**src/rtl/core/s20sx_pkg.sv**
```systemverilog
// ---------------------------------------------------------------------------
// Salsa20 stream XOR package
// Types, constants and round functions shared by the stream XOR block.
// ---------------------------------------------------------------------------
package s20sx_pkg;

  localparam int DATA_W      = 64;
  localparam int COUNT_W     = 4;
  localparam int CFG_IDX_W   = 3;
  localparam int ROUND_COUNT = 20;
  // odd round counts round up to whole double rounds
  localparam int ROUNDS_RUN  = 2 * ((ROUND_COUNT + 1) / 2);
  localparam int RND_W       = (ROUNDS_RUN > 1) ? $clog2(ROUNDS_RUN) : 1;

  localparam logic [31:0] SIGMA0 = 32'h61707865;
  localparam logic [31:0] SIGMA1 = 32'h3320646e;
  localparam logic [31:0] SIGMA2 = 32'h79622d32;
  localparam logic [31:0] SIGMA3 = 32'h6b206574;

  // configuration register indexes
  localparam logic [CFG_IDX_W-1:0] CFG_KEY_LOW      = 3'd0;
  localparam logic [CFG_IDX_W-1:0] CFG_KEY_MID_LOW  = 3'd1;
  localparam logic [CFG_IDX_W-1:0] CFG_KEY_MID_HIGH = 3'd2;
  localparam logic [CFG_IDX_W-1:0] CFG_KEY_HIGH     = 3'd3;
  localparam logic [CFG_IDX_W-1:0] CFG_NONCE        = 3'd4;
  localparam logic [CFG_IDX_W-1:0] CFG_START_CTR    = 3'd5;

  typedef logic [15:0][31:0] block_t;
  typedef logic [3:0][31:0]  quad_t;
  typedef logic [3:0][63:0]  key_t;
  typedef logic [2:0]        pos_t;

  typedef enum logic [1:0] {
    ST_IDLE,
    ST_ROUND,
    ST_FEED,
    ST_EMIT
  } ctrl_state_t;

  typedef struct packed {
    logic latch;       // capture the input beat
    logic reload_ctr;  // load the start counter
    logic load_init;   // load the initial block into the working words
    logic do_round;    // run one round on the working words
    logic row_sel;     // 0: column round, 1: row round
    logic feed;        // feed-forward add into the keystream, bump counter
    logic emit;        // write the output register
    pos_t pos;         // word position of the held beat
  } dp_cmd_t;

  function automatic logic [31:0] rotl(logic [31:0] v, logic [4:0] s);
    return (v << s) | (v >> (6'd32 - {1'b0, s}));
  endfunction

  function automatic quad_t quarter(quad_t q);
    logic [31:0] a, b, c, d;
    a = q[0];
    b = q[1];
    c = q[2];
    d = q[3];
    b = b ^ rotl(a + d, 5'd7);
    c = c ^ rotl(b + a, 5'd9);
    d = d ^ rotl(c + b, 5'd13);
    a = a ^ rotl(d + c, 5'd18);
    return {d, c, b, a};
  endfunction

  function automatic block_t qr_at(block_t w, logic [3:0] ia, logic [3:0] ib,
                                   logic [3:0] ic, logic [3:0] id);
    block_t r;
    quad_t  q;
    r = w;
    q = quarter({w[id], w[ic], w[ib], w[ia]});
    r[ia] = q[0];
    r[ib] = q[1];
    r[ic] = q[2];
    r[id] = q[3];
    return r;
  endfunction

  function automatic block_t column_round(block_t w);
    block_t r;
    r = qr_at(w, 4'd0,  4'd4,  4'd8,  4'd12);
    r = qr_at(r, 4'd5,  4'd9,  4'd13, 4'd1);
    r = qr_at(r, 4'd10, 4'd14, 4'd2,  4'd6);
    r = qr_at(r, 4'd15, 4'd3,  4'd7,  4'd11);
    return r;
  endfunction

  function automatic block_t row_round(block_t w);
    block_t r;
    r = qr_at(w, 4'd0,  4'd1,  4'd2,  4'd3);
    r = qr_at(r, 4'd5,  4'd6,  4'd7,  4'd4);
    r = qr_at(r, 4'd10, 4'd11, 4'd8,  4'd9);
    r = qr_at(r, 4'd15, 4'd12, 4'd13, 4'd14);
    return r;
  endfunction

  function automatic block_t make_init(key_t key, logic [63:0] nonce, logic [63:0] ctr);
    block_t b;
    b[0]  = SIGMA0;
    b[1]  = key[0][31:0];
    b[2]  = key[0][63:32];
    b[3]  = key[1][31:0];
    b[4]  = key[1][63:32];
    b[5]  = SIGMA1;
    b[6]  = nonce[31:0];
    b[7]  = nonce[63:32];
    b[8]  = ctr[31:0];
    b[9]  = ctr[63:32];
    b[10] = SIGMA2;
    b[11] = key[2][31:0];
    b[12] = key[2][63:32];
    b[13] = key[3][31:0];
    b[14] = key[3][63:32];
    b[15] = SIGMA3;
    return b;
  endfunction

  // byte i survives when i < count; counts of eight and above keep all bytes
  function automatic logic [DATA_W-1:0] byte_mask(logic [COUNT_W-1:0] count);
    logic [DATA_W-1:0] m;
    for (int i = 0; i < 8; i++) begin
      m[8*i +: 8] = {8{(COUNT_W'(i) < count)}};
    end
    return m;
  endfunction

endpackage

```
**src/rtl/core/s20sx_ctrl.sv**
```systemverilog
// ---------------------------------------------------------------------------
// Salsa20 stream XOR controller
// Sequences capture, rounds, feed-forward and emit; owns the output valid.
// ---------------------------------------------------------------------------
module s20sx_ctrl import s20sx_pkg::*; (
  input  logic    clk,
  input  logic    rst_n,
  input  logic    in_valid,
  input  logic    in_start,
  output logic    in_ready,
  output logic    out_valid,
  input  logic    out_ready,
  output dp_cmd_t cmd
);

  ctrl_state_t      state_r, state_nxt;
  logic [RND_W-1:0] rnd_r, rnd_nxt;
  pos_t             pos_r, pos_nxt;
  pos_t             cur_pos_r, cur_pos_nxt;
  logic             out_valid_r, out_valid_nxt;
  logic             accept;
  logic             slot_free;
  pos_t             pos_eff;
  logic             last_rnd;

  assign accept    = in_valid && (state_r == ST_IDLE);
  assign slot_free = !out_valid_r || out_ready;
  assign pos_eff   = in_start ? '0 : pos_r;
  assign last_rnd  = (rnd_r == RND_W'(ROUNDS_RUN - 1));

  // next state
  always_comb begin
    state_nxt = state_r;
    unique case (state_r)
      ST_IDLE: begin
        if (accept) begin
          state_nxt = (pos_eff == '0) ? ST_ROUND : ST_EMIT;
        end
      end
      ST_ROUND: begin
        if (last_rnd) begin
          state_nxt = ST_FEED;
        end
      end
      ST_FEED: state_nxt = ST_EMIT;
      ST_EMIT: begin
        if (slot_free) begin
          state_nxt = ST_IDLE;
        end
      end
      default: state_nxt = ST_IDLE;
    endcase
  end

  // outputs
  always_comb begin
    cmd         = '0;
    cmd.pos     = cur_pos_r;
    cmd.row_sel = rnd_r[0];
    in_ready    = 1'b0;
    unique case (state_r)
      ST_IDLE: begin
        in_ready       = 1'b1;
        cmd.latch      = accept;
        cmd.reload_ctr = accept && in_start;
        cmd.load_init  = accept && (pos_eff == '0);
      end
      ST_ROUND: cmd.do_round = 1'b1;
      ST_FEED:  cmd.feed     = 1'b1;
      ST_EMIT:  cmd.emit     = slot_free;
      default: ;
    endcase
  end

  always_comb begin
    rnd_nxt       = (state_r == ST_ROUND) ? rnd_r + RND_W'(1) : '0;
    cur_pos_nxt   = accept ? pos_eff : cur_pos_r;
    pos_nxt       = cmd.emit ? cur_pos_r + 3'd1 : pos_r;
    out_valid_nxt = cmd.emit ? 1'b1 : (out_ready ? 1'b0 : out_valid_r);
  end

  always_ff @(posedge clk) begin
    if (!rst_n) begin
      state_r     <= ST_IDLE;
      rnd_r       <= '0;
      pos_r       <= '0;
      cur_pos_r   <= '0;
      out_valid_r <= 1'b0;
    end else begin
      state_r     <= state_nxt;
      rnd_r       <= rnd_nxt;
      pos_r       <= pos_nxt;
      cur_pos_r   <= cur_pos_nxt;
      out_valid_r <= out_valid_nxt;
    end
  end

  assign out_valid = out_valid_r;

endmodule

```
**config.mk**
```make
export PLATFORM = sky130hd
export DESIGN_NAME = s20sx_ctrl
export DESIGN_NICKNAME = d
export VERILOG_FILES = /design/src/rtl/core/s20sx_pkg.sv /design/src/rtl/core/s20sx_ctrl.sv
export SDC_FILE = /design/constraint.sdc
export NUM_CORES = 1
export LEC_CHECK = 0
export BUFFER_PORTS_ARGS = -buffer_cell sky130_fd_sc_hd__buf_2
export CAP_MARGIN = 20
export CELL_PAD_IN_SITES_DETAIL_PLACEMENT = 1
export CELL_PAD_IN_SITES_GLOBAL_PLACEMENT = 2
export CORE_ASPECT_RATIO = 0.75
export CORE_MARGIN = 5
export CORE_UTILIZATION = 29
export DETAILED_ROUTE_END_ITERATION = 12
export HOLD_SLACK_MARGIN = 0.06
export PLACE_DENSITY_LB_ADDON = 0.2
export SYNTH_ARGS = -nofsm -noshare
export SYNTH_HDL_FRONTEND = slang
export SYNTH_SLANG_ARGS = --single-unit
```
**constraint.sdc**
```tcl
create_clock -name clk -period 1.8 [get_ports clk]
set_clock_uncertainty 0.15 [all_clocks]
set_input_delay 0.09 -clock clk [delete_from_list [all_inputs] [get_ports clk]]
set_output_delay 0.09 -clock clk [all_outputs]
set_load 0.005 [all_outputs]
```
-- Word level (Yosys, flattened, before mapping)
Cells that the tools add are included.
- reductions and logical operators: 10
- equal/unequal tests: 7
- mux-type cells: 13
- add/subtract/negate cells: 2
- operator list (operator ; number):
    two-way mux 2 bit ; 4
    one-hot mux 2 bit (4 select lines) ; 1
    two-way mux 1 bit ; 6
    two-way mux 3 bit ; 2
    != test 2 bit, second input constant ; 3
    adder 5 x 1 -> 5 bit, second input constant ; 1
    == test 5 bit, second input constant ; 1
    == test 2 bit, second input constant ; 2
    adder 3 x 1 -> 3 bit, second input constant ; 1
    logical AND 1 bit ; 3
    zero test 3 bit ; 1
    AND reduction 3 bit ; 1
    == test 2 x 1 -> 1 bit, second input constant ; 1
    zero test 2 bit ; 1
    AND reduction 2 bit ; 1
    nonzero test 2 bit ; 1
    zero test 1 bit ; 1
    logical OR 1 bit ; 1
- flip-flop bits (word level): 14
- output and inout port bits: 12
- input port bits: 5
- word-level logic and storage cells: 37

-- Longest topological paths before layout
Gate-level depths: netlist (run 1).
- word-level depth: 5
- gate-level depth with buffers: 6
- gate-level depth less buffers: 5

-- Least setup slack after synthesis (run 1)
No wires, ideal clock.
- kind: register to register
- start: register state_r[0]
- end: register state_r[0]
- stages on the path, launching flop included: 6
- data required time: 1.578 ns
- setup time: 0.072 ns
- path buffers: 1
- slack: 0.129 ns
- arrival time: 1.450 ns
- period minus slack after synthesis: 1.671 ns
- cell sequence: dfxtp_1 inv_1 ha_1 buf_2 a222oi_1 mux2i_1
- cells in the longest elaborated chain, start to end: 4
- elaborated cells on any way between the ends: 10
- classes of those cells: eq/ne: 6; mux: 1; reduce/logical: 3
- ends and longest elaborated chain (element ; RTL line ; text):
    start: declaration ; s20sx_ctrl.sv:16 ; ctrl_state_t state_r, state_nxt;
    start signal: assignment ; s20sx_ctrl.sv:90 ; state_r <= state_nxt;
    zero test 2 bit ; s20sx_ctrl.sv:26, s20sx_ctrl.sv:34 ;
    logical AND 1 bit ; s20sx_ctrl.sv:26 ; assign accept = in_valid && (state_r == ST_IDLE);
    != test 2 bit (no source line) ; - ;
    AND reduction 3 bit (no source line) ; - ;
Parallel ways exist; a longest one is shown, timed or not.
A chain may end at the register's enable or synchronous reset.

==> results.yml, run 1 <==
run_status:
  status: "finished, final reports clean"
synth:
  synth_fp_nets: 89
  ys_seq_area_share_pct: 40.5
  ys_ff_latch: 14
  yosysTopAreaCell: "dfxtp_1"
  ys.flop_type: "dfxtp_1"
  yosysUniqueCellTypes: 26
  ys_top_cells_by_count: "dfxtp_1, nor2_1, a21oi_1, nand2_1, ha_1"
  avgSynthCellArea_um2: 8.87
  synth_compound_area_share_pct: 11.4
  synth_top_family_by_area: "simple AND/OR/NAND/NOR gates"
  synth_top_cell_area_share_pct: 40.5
  synthArstFlopShare_pct: 0
  muxShareOfSynthArea_pct: 2.89
  synth-xor-area-share_pct: 5.06
  yosysWarningCount: 0
  synthCells: 78
  synth-adder-area-share_pct: 10.8
  synth_area_leaders: "dfxtp_1, ha_1, a21oi_1"
  synth_most_common_cell: "dfxtp_1"
  synth-edff-count: 0
  synth-simple-area-share_pct: 22.1
  synth_area_um2: 692
floorplanning:
  start_util_pct: 30.2
  placementRows: 15
  boundaryPins: 17
  die-area_mm2: 0.00347
  coreArea_mm2: 0.00229
  dieWidth_um: 66.4
  chipHeight_um: 52.3
layout:
  area_growth_pct: 26.9
  final_nets: 113
  antenna_cells: 0
  drive_gt1_share_pct: 27.0
placed_design:
  dpl.hpwl_um: 1310
  portBuffers: 16
  place_ws_ns: 0.0238
  gp_congestion: 0.658
worst_setup_path:
  arrival_ns: 1.41
  start_kind: "flop"
  rr_startpoint: "state_r[1]$_SDFFE_PN0P_"
  worstSetupEndpointType: "output port"
  path_max_fanout: 5
  crit_start: "state_r[1]$_SDFFE_PN0P_"
  required_ns: 1.56
  crit_type: "reg2out"
global_routing:
  grt_first_pass_wirelength_um: 2810
  grt_use_total_pct: 10.8
  grt_max_degree: 9
  antenna_found_initial: 0
  grt_pass1_vias: 609
  gr-total-overflow: 0
drt:
  drt_first_pass_iters: 4
  num_vias: 600
  highest_layer: "met4"
  drtIter0Drc: 14
  final_antenna_net_count: 0
  drt_wl_total_um: 1680
  post-route-drc-count: 0
  route.met3.wl_um: 58
  wirelength_met1_um: 917
  wl_met2_um: 679
  wl_per_cell_um: 12.5
  viasPerCell: 4.48
timing:
  period_share_pct: 91.7
  rsz0062_at_grt: "false"
  setup_violations: 0
  setup_ws_ns: 0.150
  slew-limit-headroom_pct: 78.6
  fmax_ghz: 0.606
  hold_violations: 0
  maxSlewViolCount: 0
  period_minus_slack_ns: 1.65
  finalSetupTns_ns: 0
  tightest_slew_ns: 0.320
clocking:
  clk_path_buf_depth: 2
  clockRootBuffer: "clkbuf_4"
  htree_levels: 1
  insertion_delay_ns: 0.28
  clkSlewWorstSetupHoldPaths_ns: 0.08
  tritoncts.num_buffers: 3
  cts.sinks: 14
  cts_tree: "done"
min_path:
  hp-class: "reg2reg"
  hp-start: "rnd_r[0]$_SDFF_PN0_"
power:
  powerDensity_mw_per_mm2: 1020
  pwr-share-seq_pct: 41.2
  sw_frac_of_total_pct: 34.0
  p_switching_uw: 306
  internal-power_uw: 592
  combinationalPowerShare_pct: 39.0
  p_leak_nw: 0.386
  power_frac_clock_pct: 19.8
  vdd_drop_max_v: 0.000486
job:
  maxCapViolCount: 0
## power groups by stage
stage	clock, mW	sequential (mW)	combinational [mW]
floorplan	0	0.368	0.205
global route	0.202	0.375	0.390
CTS	0.189	0.368	0.328
finish	0.178	0.370	0.350
global placement	0	0.372	0.316
detailed placement	0	0.375	0.319
## what timing repair did
| item | CTS | global route |
|---|---|---|
| gates resized for setup | 0 | 3 |
| hold buffers | 4 | 0 |
| setup endpoints to repair | 0 | 5 |
| buffers inserted | 0 | 1 |
| endpoints found under the hold margin | 11 | 0 |
## area by class of cell
class                           count  area, um2
Tap cell                           34       42.5
Timing Repair Buffer               23        143
Sequential cell                    14        282
Multi-Input combinational cell     54        367
Inverter                            6       22.5
Fill cell                         288       1410
Clock buffer                        3       22.5
## sequential cells by signal (all words and copies together), names as in the netlist
| register | flops |
|---|---|
| out_valid | 1 |
| rnd_r | 5 |
| state_r | 2 |
| pos_r | 3 |
| cur_pos_r | 3 |
## path summary, 6_finish.rpt
check,to,slack [ns],cells past startpoint
min,rnd_r[0]$_SDFF_PN0_,0.32,1
max,cmd[8],0.15,5
max reg2reg,state_r[0]$_SDFFE_PN0P_,0.20,5
min reg2reg,rnd_r[0]$_SDFF_PN0_,0.32,1
## placed cells by master, fill, tap and decap left out, drive strengths merged, types with 3 or more instances in the layout
master and count:
a21oi 7, buf 19, clkbuf 3, dfxtp 14, dlygate4sd3 4, ha 6, inv 6, nand2 7
nand3 3, nand4b 3, nor2 8, o21ai 3
## stage by stage
step                      hold WS, ns  area, um2  std cells  power, mW  utilization, %
after floorplan                0.0863        692         78      0.573               -
after global placement          0.247        802        126      0.689            35.0
after detailed placement        0.260        802        126      0.694            35.0
after CTS                       0.323        865        133      0.885            37.8
after global routing            0.364        878        134      0.967            38.4
final                           0.320        878        134      0.898            38.4
## layer usage
layer,vias up,global-route usage (%)
met5,-,0
met4,0,4.05
met3,2,3.22
met2,13,16.0
met1,275,14.7
li1,310,-
## worst max-delay path, stage by stage (launching register included)
cell and delay [ns]:
dfxtp_1 0.39, inv_1 0.08, ha_2 0.21, buf_4 0.15, and3_2 0.18, buf_2 0.12
## cells by family after synthesis
group	after synthesis
flops	14
xor+xnor	4
buf+inv	10
mux	2
fa+ha+maj	6
simple gates	29
compound gates	13
Note: power is estimated with default switching activity, not from simulation.
==> inputs of run 2 (changes only) <==
- CORE_ASPECT_RATIO: 0.75 -> 1.4
==> results.yml, run 2 (same netlist as run 1, synthesis figures left out) <==
run_status:
  status: "finished, final reports clean"
layout:
  layout_common_cells: "buf_2, dfxtp_1, nor2_1"
  drive_gt1_share_pct: 27.0
  area_growth_pct: 27.1
  layout_commonest_cell: "buf_2"
  largest_register_ffs: 5
  reg_top3: "rnd_r x5, cur_pos_r x3, pos_r x3"
  final_nets: 112
  antenna_cells: 0
  top_register: "rnd_r"
  final_util_pct: 37.6
  fillers: 285
floorplanning:
  dieWidth_um: 51.3
  die-area_mm2: 0.00348
  coreArea_mm2: 0.00234
  boundaryPins: 17
  start_util_pct: 29.6
  chipHeight_um: 67.8
  placementRows: 21
global_routing:
  grt_max_degree: 9
  grt_use_total_pct: 11.1
  antenna_found_initial: 0
  gr-total-overflow: 0
  grt_first_pass_wirelength_um: 2920
  grt_pass1_vias: 675
timing:
  maxSlewViolCount: 0
  setup_violations: 0
  fmax_ghz: 0.612
  hold_ws_ns: 0.315
  finalSetupTns_ns: 0
  hold_violations: 0
  tightest_slew_ns: 0.346
  period_share_pct: 90.8
  period_minus_slack_ns: 1.63
  slew-limit-headroom_pct: 76.9
  rsz0062_at_grt: "false"
drt:
  num_vias: 606
  drtIter0Drc: 6
  wl_per_cell_um: 13.9
  viasPerCell: 4.93
  post-route-drc-count: 0
  drt_wl_total_um: 1710
  drt_first_pass_iters: 4
  final_antenna_net_count: 0
clocking:
  insertion_delay_ns: 0.27
  cts.sinks: 14
  tritoncts.num_buffers: 3
  htree_levels: 1
  clkSlewWorstSetupHoldPaths_ns: 0.09
  clk_path_buf_depth: 2
  cts_tree: "done"
  clockRootBuffer: "clkbuf_4"
worst_setup_path:
  arrival_ns: 1.39
  path_max_fanout: 6
  crit_slowest_cell: "dfxtp_2"
  crit_type: "reg2out"
  start_kind: "flop"
  worstSetupEndpointType: "output port"
  r2r_setup_slack_ns: 0.24
  required_ns: 1.56
  slowest_delay_ns: 0.35
  cp_cell_sequence: "inv_1, ha_4, buf_4, nand2_1, nor2_1, buf_2"
placed_design:
  portBuffers: 16
  gp_congestion: 0.684
  dpl.hpwl_um: 1290
power:
  powerDensity_mw_per_mm2: 1080
  totalPowerFinal_uw: 948
  p_leak_nw: 0.390
  vdd_drop_max_v: 0.000486
job:
  maxCapViolCount: 0
min_path:
  hp-class: "reg2reg"
run 2: critical path: cells and delay by family, from the launching register on:
family | cells | cell delay (ns)
adders and majority gates | 1 | 0.18
buffers and inverters | 3 | 0.37
DFF | 1 | 0.35
and+or+nand+nor | 2 | 0.23
run 2: final timing paths:
path | startpoint | end | depth (start not counted)
worst max-delay path | state_r[0]$_SDFFE_PN0P_ | cmd[7] | 6
worst min-delay path | rnd_r[0]$_SDFF_PN0_ | rnd_r[0]$_SDFF_PN0_ | 1
worst max register to register | rnd_r[0]$_SDFF_PN0_ | state_r[1]$_SDFFE_PN0P_ | 5
worst min register to register | rnd_r[0]$_SDFF_PN0_ | rnd_r[0]$_SDFF_PN0_ | 1
run 2: layout make-up:
| type | count | area, um2 | area share [%] |
|---|---|---|---|
| inverters | 6 | 22.5 | 2.56 |
| flip-flops and latches | 14 | 283 | 32.1 |
| well taps | 23 | 28.8 | 3.27 |
| clock buffers | 4 | 36.3 | 4.13 |
| repair buffers | 22 | 135 | 15.4 |
| multi-input cells | 54 | 374 | 42.5 |
run 2: routing by layer:
metal | track usage [%] | part of all wire [%]
met1 | 12.7 | 45
met2 | 19.7 | 49
met3 | 2.21 | 4.1
met4 | 4.92 | 1.6
met5 | 0 | 0
run 2: repair_timing:
action	in CTS	in global routing
gates resized for setup	0	4
endpoints found under the hold margin	11	0
hold buffers	4	0
buffers inserted	0	1
endpoints found under the setup margin	0	5
run 2: power by group:
part           switching (mW)  internal, mW  total (mW)
clock network           0.105         0.123       0.227
registers              0.0289         0.342       0.371
logic                   0.174         0.175       0.349
run 2: through the flow:
stage          setup slack [ns]  cells  cell area (um2)
3_3_place_gp              0.169    114              781
2_1_floorplan             0.129     78              692
4_1_cts                  0.0200    122              857
6_report                  0.165    123              880
3_5_place_dp             0.0552    114              781
5_1_grt                  0.0146    123              880
